[config.mk]
export PLATFORM = sky130hd
export DESIGN_NAME = eea_sqrt
export DESIGN_NICKNAME = d
export VERILOG_FILES = /design/src/design/eea_pkg.sv /design/src/design/eea_sqrt.sv
export SDC_FILE = /design/constraint.sdc
export NUM_CORES = 1
export LEC_CHECK = 0
export BUFFER_PORTS_ARGS = -buffer_cell sky130_fd_sc_hd__buf_4
export CAP_MARGIN = 20
export CORE_ASPECT_RATIO = 1.75
export CORE_MARGIN = 5
export CORE_UTILIZATION = 50
export CTS_CLUSTER_SIZE = 28
export DETAILED_ROUTE_END_ITERATION = 16
export PLACE_DENSITY = 0.66
export SLEW_MARGIN = 20
export SYNTH_ARGS = -nofsm -noshare
export SYNTH_HDL_FRONTEND = slang
export SYNTH_SLANG_ARGS = --single-unit
[constraint.sdc]
create_clock -name clk_i -period 8.05 [get_ports clk_i]
set_input_delay 1.2075 -clock clk_i [delete_from_list [all_inputs] [get_ports clk_i]]
set_output_delay 1.2075 -clock clk_i [all_outputs]
set_load 0.03 [all_outputs]
[src/design/eea_pkg.sv]
`timescale 1ns / 1ps

package eea_pkg;

  // Mode register codes
  localparam logic [2:0] MODE_MEAN = 3'd0;
  localparam logic [2:0] MODE_MIN  = 3'd1;
  localparam logic [2:0] MODE_MAX  = 3'd2;
  localparam logic [2:0] MODE_DEV  = 3'd3;
  localparam logic [2:0] MODE_L2   = 3'd4;

  localparam int unsigned RECIP_SHIFT = 24;

  typedef logic [24:0] recip_t;
  typedef recip_t recip_tab_t [256];

  // ceil(2^24 / n) for n = 1..256, indexed by n-1
  function automatic recip_tab_t build_recip();
    recip_tab_t t;
    for (int i = 0; i < 256; i++) begin
      t[i] = 25'(((64'd1 << RECIP_SHIFT) + 64'(i)) / 64'(i + 1));
    end
    return t;
  endfunction

  localparam recip_tab_t RECIP_TAB = build_recip();

  // Fields carried down the update pipeline
  typedef struct packed {
    logic [15:0] x;
    logic [11:0] idx;
    logic [7:0]  vol;
    logic        first;
    logic [39:0] agg;
    logic [15:0] small_v;
    logic [15:0] m;
    logic        neg;
    logic [15:0] diff;
    recip_t      recip;
    logic [31:0] xx;
    logic [15:0] q;
    logic [15:0] m2;
    logic [15:0] e;
    logic [31:0] prod;
  } pipe_t;

  // Request handed to the root pipeline
  typedef struct packed {
    logic        l2;
    logic [11:0] idx;
    logic [39:0] val;
  } sq_req_t;

  typedef struct packed {
    logic [39:0] v;
    logic [39:0] r;
  } sq_vr_t;

  // One step of the bit-pair square root
  function automatic sq_vr_t sqrt_step(sq_vr_t a, int unsigned b);
    logic [39:0] bt;
    logic [39:0] t;
    sq_vr_t      o;
    bt = 40'(1) << b;
    t  = a.r + bt;
    o  = a;
    if (a.v >= t) begin
      o.v = a.v - t;
      o.r = (a.r >> 1) + bt;
    end else begin
      o.r = a.r >> 1;
    end
    return o;
  endfunction

endpackage

[src/design/eea_sqrt.sv]
`timescale 1ns / 1ps

module eea_sqrt (
  input  logic             clk_i,
  input  logic             rst_ni,
  input  logic             in_valid_i,
  input  eea_pkg::sq_req_t in_req_i,
  output logic             in_rdy_o,
  output logic             out_valid_o,
  output eea_pkg::sq_req_t out_req_o,
  input  logic             out_stall_i
);

  localparam int NST = 10;  // two root bits per stage

  typedef struct packed {
    logic           l2;
    logic [11:0]    idx;
    logic [39:0]    orig;
    eea_pkg::sq_vr_t vr;
  } sq_stage_t;

  logic      vld_q [NST];
  logic      rdy   [NST];
  sq_stage_t st_q  [NST];
  sq_stage_t st_d  [NST];

  for (genvar s = 0; s < NST; s++) begin : g_st
    sq_stage_t      src;
    logic           src_v;
    eea_pkg::sq_vr_t t1;

    if (s == 0) begin : g_first
      always_comb begin
        src.l2   = in_req_i.l2;
        src.idx  = in_req_i.idx;
        src.orig = in_req_i.val;
        src.vr.v = in_req_i.val;
        src.vr.r = '0;
      end
      assign src_v = in_valid_i;
    end else begin : g_next
      assign src   = st_q[s-1];
      assign src_v = vld_q[s-1];
    end

    if (s == NST - 1) begin : g_last
      assign rdy[s] = !vld_q[s] || !out_stall_i;
    end else begin : g_mid
      assign rdy[s] = !vld_q[s] || rdy[s+1];
    end

    // two root steps
    always_comb begin
      st_d[s]    = src;
      t1         = eea_pkg::sqrt_step(src.vr, 38 - 4 * s);
      st_d[s].vr = eea_pkg::sqrt_step(t1, 36 - 4 * s);
    end

    always_ff @(posedge clk_i or negedge rst_ni) begin
      if (!rst_ni) begin
        vld_q[s] <= 1'b0;
      end else if (rdy[s]) begin
        vld_q[s] <= src_v;
      end
    end

    always_ff @(posedge clk_i) begin
      if (rdy[s] && src_v) begin
        st_q[s] <= st_d[s];
      end
    end
  end

  assign in_rdy_o      = rdy[0];
  assign out_valid_o   = vld_q[NST-1];
  assign out_req_o.l2  = st_q[NST-1].l2;
  assign out_req_o.idx = st_q[NST-1].idx;
  assign out_req_o.val = st_q[NST-1].l2 ? st_q[NST-1].vr.r : st_q[NST-1].orig;

endmodule

# After elaboration in Yosys (flattened, before gate mapping)
# Memory sizes are Yosys's and may differ from the RTL's.
# Cells that the tools add are included.
# op_classes
magnitude_cmp	20
add_sub_neg	58
n_bitwise	0
n_mux	61
mul	0
eq_ne	0
reduce_logical	31
shift	0
n_div	0
# op_table
cell	n
two-way mux 40 bit	40
>= comparator 40 bit	19
subtractor 40 bit	19
adder 39 x 1 -> 40 bit (second input constant)	1
adder 39 x 11 -> 40 bit (second input constant)	1
adder 39 x 13 -> 40 bit (second input constant)	1
adder 39 x 15 -> 40 bit (second input constant)	1
adder 39 x 17 -> 40 bit (second input constant)	1
adder 39 x 19 -> 40 bit (second input constant)	1
adder 39 x 21 -> 40 bit (second input constant)	1
adder 39 x 23 -> 40 bit (second input constant)	1
adder 39 x 25 -> 40 bit (second input constant)	1
adder 39 x 27 -> 40 bit (second input constant)	1
adder 39 x 29 -> 40 bit (second input constant)	1
adder 39 x 3 -> 40 bit (second input constant)	1
adder 39 x 31 -> 40 bit (second input constant)	1
adder 39 x 33 -> 40 bit (second input constant)	1
adder 39 x 35 -> 40 bit (second input constant)	1
adder 39 x 37 -> 40 bit (second input constant)	1
adder 39 x 5 -> 40 bit (second input constant)	1
adder 39 x 7 -> 40 bit (second input constant)	1
adder 39 x 9 -> 40 bit (second input constant)	1
adder 40 x 1 -> 40 bit (second input constant)	1
adder 40 x 11 -> 40 bit (second input constant)	1
other kinds (24)	71
# totals
memories	1
romBits	0
mem_bits_rw	1330
latchBits	0
register_bits	10
wordCells	181
# mem_list
name	words	word_bits	read_ports	rd_clocked_by_memory_dff	wr	line	text
st_q	10	133	10	0	10	eea_sqrt.sv:25	sq_stage_t st_q [NST];

# Logic depth before layout (Yosys ltp)
# Gate-level depths: netlist of the first run.
# depth
ltp_word	14
mapped_depth	28
mapped_depth_nobuf	26

# Worst setup path before layout of the first run
# Ideal clock, no wire load.
# synth_path
kind	input to register
start	input out_stall_i
end	memory st_q[9][0] (netlist bit) (enable)
cell_stages	1
arrival_time_ps	6492
setup_slack_ps	943
t_required_ps	7434
setup_time_ps	616
cell_sequence	a21boi_0
# synth_rtl
element	line	text
start, declared	eea_sqrt.sv:11	input logic out_stall_i
end, declared	eea_sqrt.sv:25	

==> results.yml, run 1 <==
sta:
  finalSetupViolCount: 0
  max_slew_margin_pct: 19.9
  worstMarginPinSlew_ns: 1.20
  setup-tns-final_ns: 0
  final-hold-violation-count: 0
  grt_setup_unrepaired: "false"
  fin_worst_skew_ns: 0.0399
  fin_crit_sh_pct: 84.2
  timing.final.crit_period_ns: 6.78
  peak_clock_frequency_supported_by_timing_ghz: 0.148
  drv_slew: 0
drt:
  wl_per_cell_um: 21.7
  drc: 0
  totalWireLength_mm: 105
  drt.antenna.violating_nets: 0
  drt_pre_antenna_iters: 8
  routed_via_density: 5.75
  route.vias.total: 27750
  drt-initial-drc-count: 1329
logic_synthesis:
  synth.top_cell.area_share_pct: 57.5
  synth_top_cells_by_count: "820 x edfxtp_1, 267 x nor2_1, 237 x ha_1, 231 x nand2_1, 215 x a21oi_1"
  synth_edf_count: 820
  post_synth_instance_area_mm2: 0.0428
  synthesis.yosys.warnings: 0
  yosys-top-cells-area: "edfxtp_1 57%, ha_1 6.9%, xnor2_1 3.7%, a21oi_1 2.5%, xor2_1 2.5%"
  synth_ff_type: "edfxtp_1"
  synth_cells: 3549
  yosysSeqAreaShare_pct: 58.1
  yosysUniqueCellTypes: 104
  synth_area_leader_cell: "edfxtp_1"
  mappedNetlistNets: 3843
  synth-seq-cells: 830
  async_flop_share_pct: 1.20
  synth.most_common_cell: "edfxtp_1"
  synth_area_per_cell_um2: 12.1
floorplanning:
  core_mm2: 0.0853
  fp.dieArea_mm2: 0.0918
  site_rows: 142
  vertical_extent_of_the_die_um: 397
  top_level_ports: 112
  initial_utilization_pct: 50.2
  die_width_um: 231
worst_setup_path:
  slowest_delay_ns: 0.78
  worstSetupStartpointType: "flop"
  critical_path.max_fanout: 26
  reg2reg_slack_ns: 1.27
  r2r_end: "st_q[5][71]$_DFFE_PP_"
  critical_path.top_delay_family: "compound AO/OA/AOI/OAI gates"
  critical_path_rt_ns: 8.43
  crit_slowest_cell: "o311ai_1"
  worst_r2r_path_depth: 18
  critical-path-top-cell-by-count: "a21oi_1"
  crit_path_cell_trace: "inv_1 > ha_1 > nor2b_1 > o21ai_0 > a21oi_1 > o311ai_1 > nand3_1 > inv_1 > ha_1 > or4b_1 > a31oi_1 > o31ai_1 > a21oi_1 > a21oi_1 > nand4_1 > buf_4 > o2111ai_1 > a32o_1"
  path_class: "reg -> reg"
  critical_path_depth: 18
  critical_path_buf_inv_count: 3
  worst_setup_path_end_kind: "flop"
  worstPathArrival_ns: 7.15
  worst_r2r_startpoint: "st_q[4][20]$_DFFE_PP_"
clock_tree:
  tritoncts: "built"
  clk_lat_worst_skew_ns: 0.66
  cts.path.max_buffers: 3
  clock_sinks: 830
  cts_buffers: 76
  worst_setup_hold_path_clk_slew_ns: 0.06
  cts_root_buffer: "clkbuf_16"
  cts_repair_resize_count: 0
  postCtsSetupRepairBufs: 0
  hold_buffers: 0
  cts.htree.levels: 3
grt:
  grt_pass1_wl_mm: 160
  grt_pass1_vias: 29376
  antenna_found_initial: 0
  grt_overflow_total: 0
  grt_usage_pct: 22.8
  grt_start_max_net_pins: 74
layout:
  syn2layout_area_growth_pct: 10.4
  final_net_count: 3980
  layout-drive-gt1-share_pct: 9.85
  antennaDiodeCount: 0
hold_path:
  worstHoldPathType: "in -> async"
power_and_ir_drop:
  vdd_ir_drop_max_v: 0.000212
  power_per_cell_area_mw_per_mm2: 384
  post-layout-total-power_mw: 18.2
  power.static_leakage_nw: 17.9
outcome:
  status: "completed"
place:
  placement.io_buffers: 111
  place.gp.congestion: 0.962
  dp.final_hpwl_mm: 84.1
job:
  max_cap_viol_count: 0
-- logic make-up (layout without fill, tap and decap cells) --
family,after synthesis,after routing,synth area share [%]
flops,830,830,58.1
compound gates,729,729,11.0
simple gates,1083,1083,13.1
buf+inv,296,492,2.83
fa+ha+maj,237,237,6.92
xor+xnor,302,302,6.18
mux,72,72,1.85
-- metrics by stage --
step / util, % / instance area [um^2] / cells / worst slack (ns) / hold WS (ns)
4_1_cts: 55.4 / 47300 / 4825 / 1.55 / 0.333
3_3_place_gp: 52.6 / 44900 / 4688 / 1.60 / 0.400
3_5_place_dp: 52.6 / 44900 / 4688 / 1.61 / 0.405
5_1_grt: 55.5 / 47300 / 4825 / 0.829 / 0.362
6_report: 55.5 / 47300 / 4825 / 1.27 / 0.379
2_1_floorplan: - / 42800 / 3549 / 0.943 / 0.400
-- sequential cells by signal, indices dropped and copies added, names as in the netlist --
name,flops
g_st.src_v,9
st_q,820
out_valid_o,1
-- cell usage in the layout, fill, tap and decap left out, types with 14 or more instances in the layout --
master	count
a211oi_1	21
mux2_2	40
or2_2	20
nor4_1	66
nor3_1	80
clkinv_1	21
nand4_1	52
xnor2_1	182
nand2b_1	36
xor2_1	120
ha_1	237
o21bai_1	17
mux2_1	18
o21a_1	43
and2_1	21
nor2b_1	56
a21oi_1	215
and3_1	26
nor2_1	266
edfxtp_1	820
o31ai_1	34
buf_4	142
nand3_1	89
a21o_1	78
o21ai_0	153
nand2_1	231
or3_1	33
a31oi_1	22
inv_1	209
mux2i_1	14
clkbuf_16	76
-- cell type report --
type,count,area [um^2]
Fill cell,7156,38000
Sequential cell,830,24900
Multi-Input combinational cell,2423,16800
Clock buffer,90,1970
Tap cell,1080,1350
Timing Repair Buffer,142,1070
Inverter,213,800
Clock inverter,47,413
-- where the power goes --
group / internal (mW) / total (mW) / switching, mW
sequential: 6.44 / 7.17 / 0.734
combinational: 2.90 / 7.52 / 4.62
clock: 1.88 / 3.46 / 1.59
-- routing by layer --
layer	vias up	routed length [um]	part of all wire, %	GRT usage (%)
met5	-	0	0	0
met2	616	61300	59	46.9
met3	345	2790	2.7	2.47
met4	0	10100	9.6	18.6
met1	13259	30600	29	18.3
li1	13530	-	-	-
-- worst reg2reg max path: cells and delay by family (launching register included) --
family                   cells  cell delay (ns)
AO/OA/AOI/OAI                9             2.78
adder cells (fa/ha/maj)      2             0.69
AND/OR/NAND/NOR              4             1.58
flip-flops                   1             0.38
buffers and inverters        3             1.09
-- worst max-delay path by stage --
stage,startpoint,end,slack [ns]
global route,st_q[4][20]$_DFFE_PP_,st_q[5][66]$_DFFE_PP_,0.83
finish,st_q[4][20]$_DFFE_PP_,st_q[5][71]$_DFFE_PP_,1.27
detailed placement,st_q[4][20]$_DFFE_PP_,st_q[5][71]$_DFFE_PP_,1.61
CTS,st_q[4][20]$_DFFE_PP_,st_q[5][71]$_DFFE_PP_,1.55
floorplan,out_stall_i,st_q[9][0]$_DFFE_PP_,0.94
global placement,st_q[8][4]$_DFFE_PP_,st_q[9][0]$_DFFE_PP_,1.60
Note: power is estimated with default switching activity, not from simulation.
==> run 2: changes to the inputs <==
--- a/config.mk
+++ b/config.mk
@@ -12,7 +12,7 @@
 export CORE_UTILIZATION = 50
 export CTS_CLUSTER_SIZE = 28
 export DETAILED_ROUTE_END_ITERATION = 16
-export PLACE_DENSITY = 0.66
+export PLACE_DENSITY = 0.69
 export SLEW_MARGIN = 20
 export SYNTH_ARGS = -nofsm -noshare
 export SYNTH_HDL_FRONTEND = slang
==> constraint.sdc (replaced) <==
create_clock -name clk_i -period 6.2 [get_ports clk_i]
set_input_delay 0.93 -clock clk_i [delete_from_list [all_inputs] [get_ports clk_i]]
set_output_delay 0.93 -clock clk_i [all_outputs]
set_load 0.03 [all_outputs]
==> results.yml, run 2 (synthesized netlist as in run 1, its figures left out) <==
place:
  placement.io_buffers: 111
  dp.final_hpwl_mm: 82.7
  detailed_place.area_mm2: 0.0459
  place.gp.congestion: 0.972
clock_tree:
  cts_buffers: 78
  clock_sinks: 830
  clk_lat_worst_skew_ns: 0.65
  cts.path.max_buffers: 3
  cts.htree.levels: 3
  hold_buffers: 0
  worst_setup_hold_path_clk_slew_ns: 0.06
  cts_root_buffer: "clkbuf_16"
  tritoncts: "built"
sta:
  worstMarginPinSlew_ns: 1.09
  final-hold-violation-count: 0
  drv_slew: 0
  fin_worst_skew_ns: 0.0508
  grt_setup_unrepaired: "false"
  peak_clock_frequency_supported_by_timing_ghz: 0.170
  timing.final.crit_period_ns: 5.88
  max_slew_margin_pct: 26.7
  fin_crit_sh_pct: 94.8
  finalSetupViolCount: 0
grt:
  grt_start_max_net_pins: 74
  antenna_found_initial: 0
  use_met3_pct: 2.33
  grt_usage_pct: 22.6
  grt_pass1_wl_mm: 160
  globalRoute.busiestLayer: "met2"
  grt_pass1_vias: 30034
  global_route.usage.met1_pct: 18.4
  global_route.usage.met2_pct: 46.0
  grt_overflow_total: 0
floorplanning:
  initial_utilization_pct: 50.2
  fp.dieArea_mm2: 0.0918
  top_level_ports: 112
  site_rows: 142
  vertical_extent_of_the_die_um: 397
  core_mm2: 0.0853
  die_width_um: 231
layout:
  syn2layout_area_growth_pct: 13.2
  nFillCells: 7045
  largest_register_ffs: 820
  layout_common_cells: "820 x edfxtp_1, 266 x nor2_1, 262 x buf_4, 237 x ha_1, 231 x nand2_1"
  antennaDiodeCount: 0
  multiInputGateArea_mm2: 0.0169
  finish.instance_area_mm2: 0.0485
  final_net_count: 4107
  layout-drive-gt1-share_pct: 13.2
  final_common_cell: "edfxtp_1"
  fin_util_pct: 56.9
  largest_reg_by_ff_count: "st_q"
  ff_latch_area_mm2: 0.0249
worst_setup_path:
  worstSetupStartpointType: "flop"
  path_class: "reg -> reg"
  critical_path.max_fanout: 17
  critical_path_rt_ns: 6.55
  worstPathArrival_ns: 6.23
  worst_setup_path_end_kind: "flop"
drt:
  drt.antenna.violating_nets: 0
  drt_pre_antenna_iters: 7
  totalWireLength_mm: 104
  drt-initial-drc-count: 1462
  drc: 0
  routed_via_density: 5.73
  route.vias.total: 28399
  wl_per_cell_um: 21.0
hold_path:
  worstHoldPathType: "in -> async"
power_and_ir_drop:
  power_per_cell_area_mw_per_mm2: 502
  vdd_ir_drop_max_v: 0.000283
  power.static_leakage_nw: 18.6
outcome:
  status: "completed"
job:
  max_cap_viol_count: 0
[run 2: cell count changes in the layout (fill, tap and decap cells not counted), moves of 3 or more]
cell	before	now
buf_4	142	262
clkinv_1	21	15
clkinvlp_4	3	8
buf_12	0	4
clkinv_2	11	14
[run 2: per-stage QoR]
stage               setup TNS (ns)  cells  total power [mW]  setup slack [ns]  hold WS [ns]
floorplan                        0   3549              16.4             0.286         0.400
global placement            -0.199   4812              19.5            -0.199         0.400
detailed placement          -0.300   4812              19.7            -0.300         0.405
CTS                              0   4953              24.4            0.0383        0.0533
global route                     0   4954              25.8           0.00535        0.0761
finish                           0   4954              24.3             0.322         0.103
[run 2: path summary, 6_finish.rpt]
path                                   startpoint                   endpoint  slack (ns)  depth (start not counted)
setup / recovery            st_q[5][23]$_DFFE_PP_      st_q[6][60]$_DFFE_PP_        0.32                         26
hold / removal                             rst_ni  g_st[3].src_v$_DFFE_PN0P_        0.10                          1
setup reg to reg            st_q[5][23]$_DFFE_PP_      st_q[6][60]$_DFFE_PP_        0.32                         26
hold reg to reg            st_q[2][125]$_DFFE_PP_     st_q[3][125]$_DFFE_PP_        0.41                          0
max in group asynchronous                  rst_ni  g_st[9].src_v$_DFFE_PN0P_        5.95                          1
min in group clk_i         st_q[2][125]$_DFFE_PP_     st_q[3][125]$_DFFE_PP_        0.41                          0
[run 2: timing repair]
| action | 4_1_cts | 5_1_grt |
|---|---|---|
| pin swaps | 1 | 0 |
| endpoints found under the setup margin | 1 | 37 |
| resized for setup | 2 | 11 |
| buffers inserted | 0 | 1 |
[run 2: cell type report]
| class | count | area share, % |
|---|---|---|
| tap | 1080 | 2.79 |
| timing repair buffer | 267 | 4.25 |
| multi-input combinational | 2423 | 34.8 |
| inverter | 213 | 1.65 |
| sequential | 830 | 51.3 |
| clock buffer | 88 | 4.10 |
| clock inverter | 53 | 1.14 |
[run 2: report_power, final]
part / internal [mW] / total (mW) / switching [mW]
clock network: 2.57 / 4.66 / 2.10
registers: 8.35 / 9.23 / 0.877
logic: 4.23 / 10.4 / 6.19
[run 2: worst max-delay path, stage by stage (launching register included)]
cell and delay (ns):
edfxtp_1 0.35, inv_1 0.07, ha_1 0.43, and4_1 0.23
nand3_1 0.19, nor4_4 0.36, buf_4 0.18, nor3b_2 0.05
and3_2 0.22, nand2_2 0.21, inv_1 0.08, nor2_1 0.11
nor2_1 0.06, ha_1 0.28, and2_1 0.20, a311o_1 0.33
a21o_1 0.21, a21o_1 0.18, a21o_1 0.18, a211o_1 0.33
o31ai_2 0.37, nand4_1 0.16, nor4_2 0.15, buf_4 0.17
buf_12 0.15, inv_1 0.08, mux2_2 0.27
[run 2: routing by layer]
layer,part of all wire (%),vias to the layer above
met5,0,-
met4,10,0
met3,2.7,368
met2,57,693
met1,30,13574
li1,-,13764
